<file path="src/hdl/nes5_pkg.sv">
// Shared types and constants for the next even 5-smooth search block.
// Used by nes5_alu and next_even_5_smooth_core; no dependencies of its own.
package nes5_pkg;

  localparam int INT_BITS = 32;
  localparam int TGT_W    = 31;
  localparam int OUT_W    = 31;
  // Growth limit is 2^LIM_SH; working values never exceed three bits above it.
  localparam int LIM_SH   = (INT_BITS - 3 > 61) ? 61 : (INT_BITS - 3);
  localparam int VAL_W    = (LIM_SH + 3 > TGT_W + 1) ? (LIM_SH + 3) : (TGT_W + 1);

  localparam logic [VAL_W-1:0] LIMIT = {{(VAL_W-1){1'b0}}, 1'b1} << LIM_SH;
  localparam logic [VAL_W-1:0] ONE   = {{(VAL_W-1){1'b0}}, 1'b1};
  localparam logic [OUT_W-1:0] SMALL_RESULT = {{(OUT_W-2){1'b0}}, 2'b10};

  typedef enum logic [1:0] {
    OP_DBL  = 2'd0,
    OP_MUL3 = 2'd1,
    OP_MUL5 = 2'd2
  } alu_op_t;

  typedef struct packed {
    logic le_tgt;
    logic lt_tgt;
    logic lt_lim;
  } alu_flags_t;

endpackage

</file>
<file path="src/hdl/nes5_alu.sv">
// Shared arithmetic unit: scales one operand by 2, 3 or 5 with a single
// shift-and-add, and compares the same operand against the target and limit.
// Depends on nes5_pkg.
module nes5_alu (
  input  nes5_pkg::alu_op_t              op,
  input  logic [nes5_pkg::VAL_W-1:0]     a,
  input  logic [nes5_pkg::VAL_W-1:0]     tgt,
  output logic [nes5_pkg::VAL_W-1:0]     y,
  output nes5_pkg::alu_flags_t           flags
);

  logic [nes5_pkg::VAL_W-1:0] addend;
  logic [nes5_pkg::VAL_W-1:0] shifted;

  always_comb begin
    unique case (op)
      nes5_pkg::OP_DBL: begin
        addend  = '0;
        shifted = a << 1;
      end
      nes5_pkg::OP_MUL3: begin
        addend  = a;
        shifted = a << 1;
      end
      nes5_pkg::OP_MUL5: begin
        addend  = a;
        shifted = a << 2;
      end
      default: begin
        addend  = '0;
        shifted = a << 1;
      end
    endcase
  end

  assign y = addend + shifted;

  assign flags.le_tgt = (a <= tgt);
  assign flags.lt_tgt = (a < tgt);
  assign flags.lt_lim = (a < nes5_pkg::LIMIT);

endmodule

</file>
<file path="src/hdl/next_even_5_smooth_core.sv">
// Top level of the next even 5-smooth search: sequencer and working registers.
// Depends on nes5_pkg and nes5_alu.
//
// Usage:
//   Raise start with a target on in_target while busy is low; the word is
//   taken at that clock edge. busy then stays high while the search runs.
//   The result appears on out_smooth_value and out_not_found for exactly one
//   cycle, marked by out_strobe, in the same cycle that busy falls; a new start
//   may be given in that same cycle.
//   Targets of 0 or 1 bypass the search: the result (2) appears in the
//   cycle after the start.
//   Otherwise the search walks every odd part 3^b*5^c up to the target and
//   doubles each one, one operation of the shared shift-add unit per cycle.
//   The sequencer checks each power of five in S_OUT, each odd part in S_IN,
//   doubles it in S_DBL until it reaches the target or the growth limit, and
//   steps to the next odd part in S_NXT3 or the next power of five in S_NXT5.
//   Reset (rst_n low, synchronous) returns the sequencer to idle and drops
//   any search in progress without a result. The receiver cannot stall:
//   each result word is valid for its single strobe cycle only.
module next_even_5_smooth_core (
  input  logic                          clk,
  input  logic                          rst_n,
  input  logic                          start,
  output logic                          busy,
  input  logic [nes5_pkg::TGT_W-1:0]    in_target,
  output logic                          out_strobe,
  output logic [nes5_pkg::OUT_W-1:0]    out_smooth_value,
  output logic                          out_not_found
);

  localparam int VW = nes5_pkg::VAL_W;

  typedef enum logic [5:0] {
    S_IDLE = 6'b000001,
    S_OUT  = 6'b000010,
    S_IN   = 6'b000100,
    S_DBL  = 6'b001000,
    S_NXT3 = 6'b010000,
    S_NXT5 = 6'b100000
  } state_t;

  state_t state_r, state_nxt;

  logic [VW-1:0] tgt_r, tgt_nxt;
  logic [VW-1:0] p5_r, p5_nxt;
  logic [VW-1:0] p35_r, p35_nxt;
  logic [VW-1:0] v_r, v_nxt;
  logic [VW-1:0] best_r, best_nxt;

  logic                       strobe_r, strobe_nxt;
  logic [nes5_pkg::OUT_W-1:0] value_r, value_nxt;
  logic                       nf_r, nf_nxt;

  nes5_pkg::alu_op_t    alu_op;
  logic [VW-1:0]        alu_a;
  logic [VW-1:0]        alu_y;
  nes5_pkg::alu_flags_t alu_flags;

  logic [VW-1:0] in_ext;
  logic          accept;
  logic          better;
  logic          too_wide;

  nes5_alu u_alu (
    .op    (alu_op),
    .a     (alu_a),
    .tgt   (tgt_r),
    .y     (alu_y),
    .flags (alu_flags)
  );

  assign in_ext   = {{(VW - nes5_pkg::TGT_W){1'b0}}, in_target};
  assign accept   = start && (state_r == S_IDLE);
  assign better   = (best_r == '0) || (v_r < best_r);
  assign too_wide = (best_r[VW-1:nes5_pkg::OUT_W] != '0);

  // Each state feeds exactly one working register to the shared unit.
  always_comb begin
    unique case (state_r)
      S_OUT:   begin alu_a = p5_r;  alu_op = nes5_pkg::OP_MUL5; end
      S_IN:    begin alu_a = p35_r; alu_op = nes5_pkg::OP_DBL;  end
      S_DBL:   begin alu_a = v_r;   alu_op = nes5_pkg::OP_DBL;  end
      S_NXT3:  begin alu_a = p35_r; alu_op = nes5_pkg::OP_MUL3; end
      S_NXT5:  begin alu_a = p5_r;  alu_op = nes5_pkg::OP_MUL5; end
      default: begin alu_a = p5_r;  alu_op = nes5_pkg::OP_DBL;  end
    endcase
  end

  always_comb begin
    state_nxt  = state_r;
    tgt_nxt    = tgt_r;
    p5_nxt     = p5_r;
    p35_nxt    = p35_r;
    v_nxt      = v_r;
    best_nxt   = best_r;
    strobe_nxt = 1'b0;
    value_nxt  = value_r;
    nf_nxt     = nf_r;
    unique case (state_r)
      S_IDLE: begin
        if (accept) begin
          tgt_nxt  = in_ext;
          p5_nxt   = nes5_pkg::ONE;
          best_nxt = '0;
          if (in_target < nes5_pkg::TGT_W'(2)) begin
            strobe_nxt = 1'b1;
            value_nxt  = nes5_pkg::SMALL_RESULT;
            nf_nxt     = 1'b0;
          end else begin
            state_nxt = S_OUT;
          end
        end
      end
      S_OUT: begin
        if (alu_flags.le_tgt && alu_flags.lt_lim) begin
          p35_nxt   = p5_r;
          state_nxt = S_IN;
        end else begin
          // Search finished: report the best candidate, or a miss.
          strobe_nxt = 1'b1;
          state_nxt  = S_IDLE;
          if (best_r == '0 || too_wide) begin
            value_nxt = '0;
            nf_nxt    = 1'b1;
          end else begin
            value_nxt = best_r[nes5_pkg::OUT_W-1:0];
            nf_nxt    = 1'b0;
          end
        end
      end
      S_IN: begin
        if (alu_flags.le_tgt && alu_flags.lt_lim) begin
          v_nxt     = alu_y;
          state_nxt = S_DBL;
        end else begin
          state_nxt = S_NXT5;
        end
      end
      S_DBL: begin
        if (alu_flags.lt_tgt && alu_flags.lt_lim) begin
          v_nxt = alu_y;
        end else begin
          if (!alu_flags.lt_tgt && better) begin
            best_nxt = v_r;
          end
          state_nxt = S_NXT3;
        end
      end
      S_NXT3: begin
        p35_nxt   = alu_y;
        state_nxt = S_IN;
      end
      S_NXT5: begin
        p5_nxt    = alu_y;
        state_nxt = S_OUT;
      end
      default: begin
        state_nxt = S_IDLE;
      end
    endcase
  end

  always_ff @(posedge clk) begin
    if (!rst_n) begin
      state_r  <= S_IDLE;
      strobe_r <= 1'b0;
    end else begin
      state_r  <= state_nxt;
      strobe_r <= strobe_nxt;
    end
  end

  always_ff @(posedge clk) begin
    tgt_r   <= tgt_nxt;
    p5_r    <= p5_nxt;
    p35_r   <= p35_nxt;
    v_r     <= v_nxt;
    best_r  <= best_nxt;
    value_r <= value_nxt;
    nf_r    <= nf_nxt;
  end

  assign busy             = (state_r != S_IDLE);
  assign out_strobe       = strobe_r;
  assign out_smooth_value = value_r;
  assign out_not_found    = nf_r;

`ifndef SYNTHESIS
  a_strobe_idle: assert property (@(posedge clk) disable iff (!rst_n)
    out_strobe |-> !busy)
    else $error("result word issued while a search is still running");

  a_small_target: assert property (@(posedge clk) disable iff (!rst_n)
    accept && (in_target < nes5_pkg::TGT_W'(2)) |=>
      out_strobe && (out_smooth_value == nes5_pkg::SMALL_RESULT) && !out_not_found)
    else $error("small target did not give the fixed result next cycle");

  a_even_result: assert property (@(posedge clk) disable iff (!rst_n)
    out_strobe && !out_not_found |-> (out_smooth_value[0] == 1'b0) &&
      (out_smooth_value != '0))
    else $error("found result is not a nonzero even value");

  a_miss_zero: assert property (@(posedge clk) disable iff (!rst_n)
    out_strobe && out_not_found |-> (out_smooth_value == '0))
    else $error("miss reported with a nonzero value");

  a_start_busy: assert property (@(posedge clk) disable iff (!rst_n)
    accept && (in_target >= nes5_pkg::TGT_W'(2)) |=> busy && !out_strobe)
    else $error("search did not start after a large target was taken");
`endif

endmodule
</file>
<file path="config.mk">
export PLATFORM = sky130hd
export DESIGN_NAME = next_even_5_smooth_core
export DESIGN_NICKNAME = d
export VERILOG_FILES = /design/src/hdl/nes5_pkg.sv /design/src/hdl/nes5_alu.sv /design/src/hdl/next_even_5_smooth_core.sv
export SDC_FILE = /design/constraint.sdc
export NUM_CORES = 1
export LEC_CHECK = 0
export ABC_AREA = 1
export BUFFER_PORTS_ARGS = -buffer_cell sky130_fd_sc_hd__clkbuf_2
export CAP_MARGIN = 20
export CORE_ASPECT_RATIO = 0.7
export CORE_UTILIZATION = 41
export CTS_CLUSTER_SIZE = 10
export DETAILED_ROUTE_END_ITERATION = 10
export GPL_TIMING_DRIVEN = 0
export HOLD_SLACK_MARGIN = 0.05
export PLACE_DENSITY_LB_ADDON = 0.12
export SYNTH_ARGS = -nofsm -noshare
export SYNTH_HDL_FRONTEND = slang
export SYNTH_HIERARCHICAL = 1
export SYNTH_SLANG_ARGS = --single-unit
</file>
<file path="constraint.sdc">
create_clock -name clk -period 10.4 [get_ports clk]
set_input_delay 1.56 -clock clk [delete_from_list [all_inputs] [get_ports clk]]
set_output_delay 1.56 -clock clk [all_outputs]
set_load 0.03 [all_outputs]
</file>
==> results of run 1 <==
==> routing by layer <==
layer,up-vias,GRT usage (%),wire length [um]
met5,-,0,0
met3,23,4.11,2350
li1,4843,-,-
met2,294,31.4,13300
met1,4399,35.3,17200
met4,0,4.74,355
==> worst reg2reg max path: cells and delay by family (launching register included) <==
family | cells | cell delay [ns]
buf+inv | 6 | 1.12
fa+ha+maj | 3 | 1.19
compound gates | 1 | 0.25
xor+xnor | 1 | 0.33
simple gates | 10 | 1.22
flops | 1 | 0.35
==> report_power, final <==
group | leakage, nW | internal, W | total (W) | switching (W)
Combinational | 4.41 | 0.000321 | 0.00105 | 0.000727
Clock | 0.298 | 0.000351 | 0.000677 | 0.000327
Sequential | 1.89 | 0.00106 | 0.00110 | 0.0000433
==> cells by family (layout without fill, tap and decap cells) <==
family	count (synthesis)	in the layout	synth area share, %
adder cells (fa/ha/maj)	96	96	9.93
other	1	1	0.0308
AND/OR/NAND/NOR	632	632	22.0
flip-flops	198	198	48.3
AO/OA/AOI/OAI	166	166	8.43
buffers and inverters	322	428	10.2
XOR/XNOR	16	16	1.15
==> registers in the layout (all words and copies together), names as in the netlist <==
| register | count |
|---|---|
| tgt_r | 31 |
| out_not_found | 1 |
| v_r | 32 |
| out_smooth_value | 31 |
| state_r | 6 |
| p5_r | 32 |
| out_strobe | 1 |
| p35_r | 32 |
| best_r | 32 |
==> final cells by class <==
class	count	area (um2)
Inverter	291	1090
Tap cell	378	473
Multi-Input combinational cell	911	5090
Fill cell	2791	15300
Sequential cell	198	5880
Clock inverter	11	101
Buffer	31	151
Clock buffer	21	493
Timing Repair Buffer	74	468
==> metrics by stage <==
stage / power (W) / hold slack (ns)
finish: 0.00282 / 0.517
global route: 0.00300 / 0.552
global placement: 0.00211 / 0.494
CTS: 0.00282 / 0.509
floorplan: 0.00180 / 0.468
detailed placement: 0.00215 / 0.497
==> placed cells by master (no fill, tap or decap), types with 32 or more instances in the layout <==
cell type  netlist  routed
a221o_1         32      32
edfxtp_1       191     191
nand3_1         32      32
nand2_1        334     333
o21ai_0         68      68
inv_1          273     273
clkbuf_2         0      67
nor2_1         184     183
a21oi_1         53      51
ha_1            95      95
==> worst max-delay path by stage <==
stage                             from  cells past startpoint                                  to  slack [ns]
5_1_grt        state_r[1]$_SDFFE_PN0P_                     21  out_smooth_value[10]$_SDFFCE_PP0P_        5.54
2_1_floorplan  state_r[1]$_SDFFE_PN0P_                     19             best_r[0]$_SDFFCE_PP0P_        5.78
3_5_place_dp   state_r[0]$_SDFFE_PN1P_                     24                 p35_r[29]$_DFFE_PP_        5.91
3_3_place_gp   state_r[0]$_SDFFE_PN1P_                     18             best_r[6]$_SDFFCE_PP0P_        4.23
4_1_cts        state_r[0]$_SDFFE_PN1P_                     21                 p35_r[13]$_DFFE_PP_        5.88
6_report       state_r[0]$_SDFFE_PN1P_                     21                 p35_r[13]$_DFFE_PP_        5.79
==> impl_metrics.ini, run 1 <==
[outcome]
status = finished, final reports clean

[global_routing]
grt_pass1_wl_um = 50400
grt_overflow = 0
grt_pass1_vias = 8671
grt_max_degree = 33
antenna_found_initial = 1
grt_usage_pct = 22.4

[worst_setup_path]
crit_required_ns = 10.67
worstSetupPathType = reg -> reg
start_kind = flop
cp.arrival_ns = 4.88
regToRegEndpoint = p35_r[13]$_DFFE_PP_
rr_startpoint = state_r[0]$_SDFFE_PN1P_
crit_slowest_cell = clkbuf_1
ff2ff_setup_slack_ns = 5.79
reg2reg_depth = 21
cpPeakStageDelay_ns = 0.48
endpoint_kind = flop
worst_path_most_repeated_cell = nand2_2
crit_fanout = 10
critPathTopFamily = simple AND/OR/NAND/NOR gates
cp_cell_sequence = inv_2 > nand2_2 > nor3_2 > nand3_2 > clkbuf_1 > inv_1 > inv_1 > ha_1 > clkbuf_1 > nor2_1 > ha_1 > fa_1 > nand3_1 > nand3_1 > nand2_1 > nand2_2 > nand2_2 > nand2_2 > xor2_1 > inv_1 > o21ai_0
crit_buf_inv = 6

[synthesis]
syn_avg_cell_area_um2 = 8.51
syn-num-nets = 1561
synth_edf_count = 191
postSynth.asyncResetShare_pct = 0
synth_seq_cells = 198
synthTopCellsByArea = edfxtp_1 47%, nand2_1 10%, ha_1 9.8%
synth.distinct_cells = 32
synth_largest_area_cell = edfxtp_1
syn-cell-area_um2 = 12200
ys.flop_type = edfxtp_1
synth.most_common_cell = nand2_1
synth.yosys.seq_area_share_pct = 48.3
syn_inst = 1431
yosysTopAreaCellShare_pct = 47.1
ys.warnings.count = 6
netlist_top_cells_count = 334 x nand2_1, 273 x inv_1, 191 x edfxtp_1

[sta]
grt_setup_unrepaired = no
report.final.slew_viol_count = 0
finalHoldViolCount = 0
slew_headroom_pct = 42.3
period_share_pct = 44.3
tns_ns = 0
finalCriticalPeriod_ns = 4.61
worst_slew_pin_slew_ns = 0.862
final-setup-viol-count = 0
setup_slack_ns = 5.79
fin_worst_skew_ns = 0.0120
clock.fmax_ghz = 0.217

[pwr]
p_leak_nw = 6.59
powerDensity_nw_per_um2 = 206
worst_ir_drop_vdd_v = 0.000125

[routing]
ant_nets = 0
drt-total-wl_um = 33200
vias = 9559
wl_per_cell_um = 17.3
vias_per_cell = 4.99
first_pass_iters = 7
dr.first_iter.drc_count = 887
drc = 0

[placed_design]
dp_cells = 1883
hpwlAfterDp_um = 26500
place.gp.congestion = 0.879
post-place-ws_ns = 5.91
place.port_buffers = 67
placed_cell_area_um2 = 13100

[die]
die_w_um = 208
io_pins = 68
rows = 52
initial_core_util_pct = 42.0
fp.coreArea_um2 = 29000
die_area_um2 = 30400
die_h_um = 146

[clocking]
clock-sinks = 198
htree_levels = 4
clockBufferDepth = 2
clkLatencyLatePin_ns = 0.46
post-cts-setup-buffers = 0
cts_buffers = 17
post_cts_resized = 0
holdBufCountCts = 0
cts.clk_slew.worst_paths_ns = 0.08
cts_root_buf = clkbuf_16
cts_tree = built

[hold_path]
holdPathEnd = state_r[0]$_SDFFE_PN1P_
hp-class = reg -> reg
worstHoldPathCells = 2
hold_start = state_r[0]$_SDFFE_PN1P_

[final_layout]
synthToLayoutAreaGrowth_pct = 12.9
antennaDiodeCount = 0
final_cells = 1915
drive_gt1_share_pct = 12.1
nets = 1654
final_util_pct = 47.4
design_area_um2 = 13700

[run]
maxCapViolations = 0
No activity file was read; power rests on OpenSTA's default activity.
==> inputs of run 2 (changes only) <==
- clock period: 10.4 -> 4.25 ns (I/O delays scaled with it)
==> run 2 against run 1 <==
- clock-buffer cell count up 2
- setup slack got worse by 5.6 ns
- register-to-register slack lost 5.6 ns
- critical path type unchanged
- highest routed layer unchanged
- critical path depth down 1
- wire length rose by 0.87%
- global-route usage about the same
- final cell count is 0.42% higher
- largest power group unchanged
- non-clock buffer count up 8
- via count increased by 1.3%
- flip-flop and latch count unchanged
- clock power grew 140%
==> impl_metrics.ini, run 2 (same netlist as run 1, synthesis figures left out) <==
[run]
maxCapViolations = 0

[worst_setup_path]
cp.arrival_ns = 4.17
endpoint_kind = flop
cpPeakStageDelay_ns = 0.38
crit_slowest_cell = nand2_4
crit_fanout = 32
critPathTopFamily = simple AND/OR/NAND/NOR gates
start_kind = flop
worst_path_most_repeated_cell = nand2_1
crit_buf_inv = 5
crit_required_ns = 4.35
worstSetupPathType = reg -> reg
cp_cell_sequence = nor2_4 > inv_2 > nor4_4 > buf_4 > inv_2 > buf_2 > nor2_1 > a221o_2 > ha_1 > a21oi_1 > o21ai_0 > nor2_1 > nand2_1 > nand2_1 > nand2_1 > nand2_1 > nand2_1 > inv_1 > nand2_1 > nand2_4

[clocking]
cts_buffers = 17
htree_levels = 4
cts.clk_slew.worst_paths_ns = 0.08
cts_root_buf = clkbuf_16
clkLatencyLatePin_ns = 0.46
cts_tree = built
clockBufferDepth = 2
clock-sinks = 198
holdBufCountCts = 0

[final_layout]
synthToLayoutAreaGrowth_pct = 14.2
fillers = 2858
nets = 1662
final_cells = 1923
final_util_pct = 47.9
drive_gt1_share_pct = 14.1
final_common_cell = nand2_1
seqCellArea_um2 = 5880
antennaDiodeCount = 0
layout_common_cells = 330 x nand2_1, 273 x inv_1, 191 x edfxtp_1, 181 x nor2_1, 93 x ha_1
multi_input_area_um2 = 5170

[global_routing]
grt_pass1_vias = 8667
grt_overflow = 0
antenna_found_initial = 0
grt_usage_pct = 22.4
grt_pass1_wl_um = 50500
grt_max_degree = 33

[die]
io_pins = 68
die_h_um = 146
fp.coreArea_um2 = 29000
initial_core_util_pct = 42.0
die_w_um = 208
die_area_um2 = 30400
rows = 52

[sta]
finalCriticalPeriod_ns = 4.07
slew_headroom_pct = 33.3
finalHoldViolCount = 0
grt_setup_unrepaired = yes
final-setup-viol-count = 0
report.final.slew_viol_count = 0
period_share_pct = 95.7
fin_worst_skew_ns = 0.0134
clock.fmax_ghz = 0.246
worst_slew_pin_slew_ns = 0.991

[routing]
vias = 9681
vias_per_cell = 5.03
drt-total-wl_um = 33500
wl_per_cell_um = 17.4
dr.first_iter.drc_count = 893
first_pass_iters = 5
drc = 0
ant_nets = 0

[pwr]
p_leak_nw = 6.67
fin_total_pwr_w = 0.00695
powerDensity_nw_per_um2 = 500
worst_ir_drop_vdd_v = 0.000263

[placed_design]
hpwlAfterDp_um = 26700
place.gp.congestion = 0.894
place.port_buffers = 67
dp_cells = 1882

[outcome]
status = finished, final reports clean

[hold_path]
hp-class = in -> reg
[run 2: stage by stage]
stage	hold slack, ns	area, um2	setup WS, ns	TNS, ns
2_1_floorplan	0.468	12200	0.309	0
6_report	0.348	13900	0.181	0
5_1_grt	0.335	13900	-0.0547	-0.767
3_3_place_gp	0.494	13000	-0.875	-86.72
4_1_cts	0.325	13800	0.0120	0
3_5_place_dp	0.524	13100	-0.285	-17.56
[run 2: metal layers]
| metal | GRT usage (%) | share of wire (%) |
|---|---|---|
| met5 | 0 | 0 |
| met4 | 4.93 | 0.85 |
| met1 | 35.4 | 53 |
| met2 | 31.4 | 40 |
| met3 | 3.85 | 6.1 |
[run 2: layout make-up]
cell class	instances	share of cell area, %
Buffer	31	1.21
Clock buffer	23	3.59
Clock inverter	9	0.558
Inverter	291	7.86
Multi-Input combinational cell	911	37.2
Sequential cell	198	42.3
Tap cell	378	3.40
Timing Repair Buffer	82	3.94
[run 2: power by group]
group / internal (W) / switching [W] / total, W
combinational: 0.000825 / 0.00181 / 0.00263
sequential: 0.00258 / 0.000106 / 0.00269
clock: 0.000847 / 0.000779 / 0.00163
[run 2: repair_timing]
action / in CTS / in global routing
buffers inserted: 2 / 6
pin swaps: 1 / 2
gates resized for setup: 13 / 28
cloned: 0 / 1
hold endpoints to repair: 0 / 0
endpoints found under the setup margin: 157 / 186
[run 2: worst paths after layout]
kind,start,to,slack (ns),depth (start not counted)
max,state_r[4]$_SDFFE_PN0P_,p35_r[12]$_DFFE_PP_,0.18,20
min,in_target[0],tgt_r[0]$_DFFE_PP_,0.35,1
max reg2reg,state_r[4]$_SDFFE_PN0P_,p35_r[12]$_DFFE_PP_,0.18,20
min reg2reg,state_r[0]$_SDFFE_PN1P_,state_r[0]$_SDFFE_PN1P_,0.53,2
[run 2: worst reg2reg max path: cells and delay by family (launching register included)]
family | cells | cell delay (ns)
compound gates | 3 | 0.51
fa+ha+maj | 1 | 0.28
buf+inv | 5 | 0.65
flops | 1 | 0.37
simple gates | 11 | 1.86
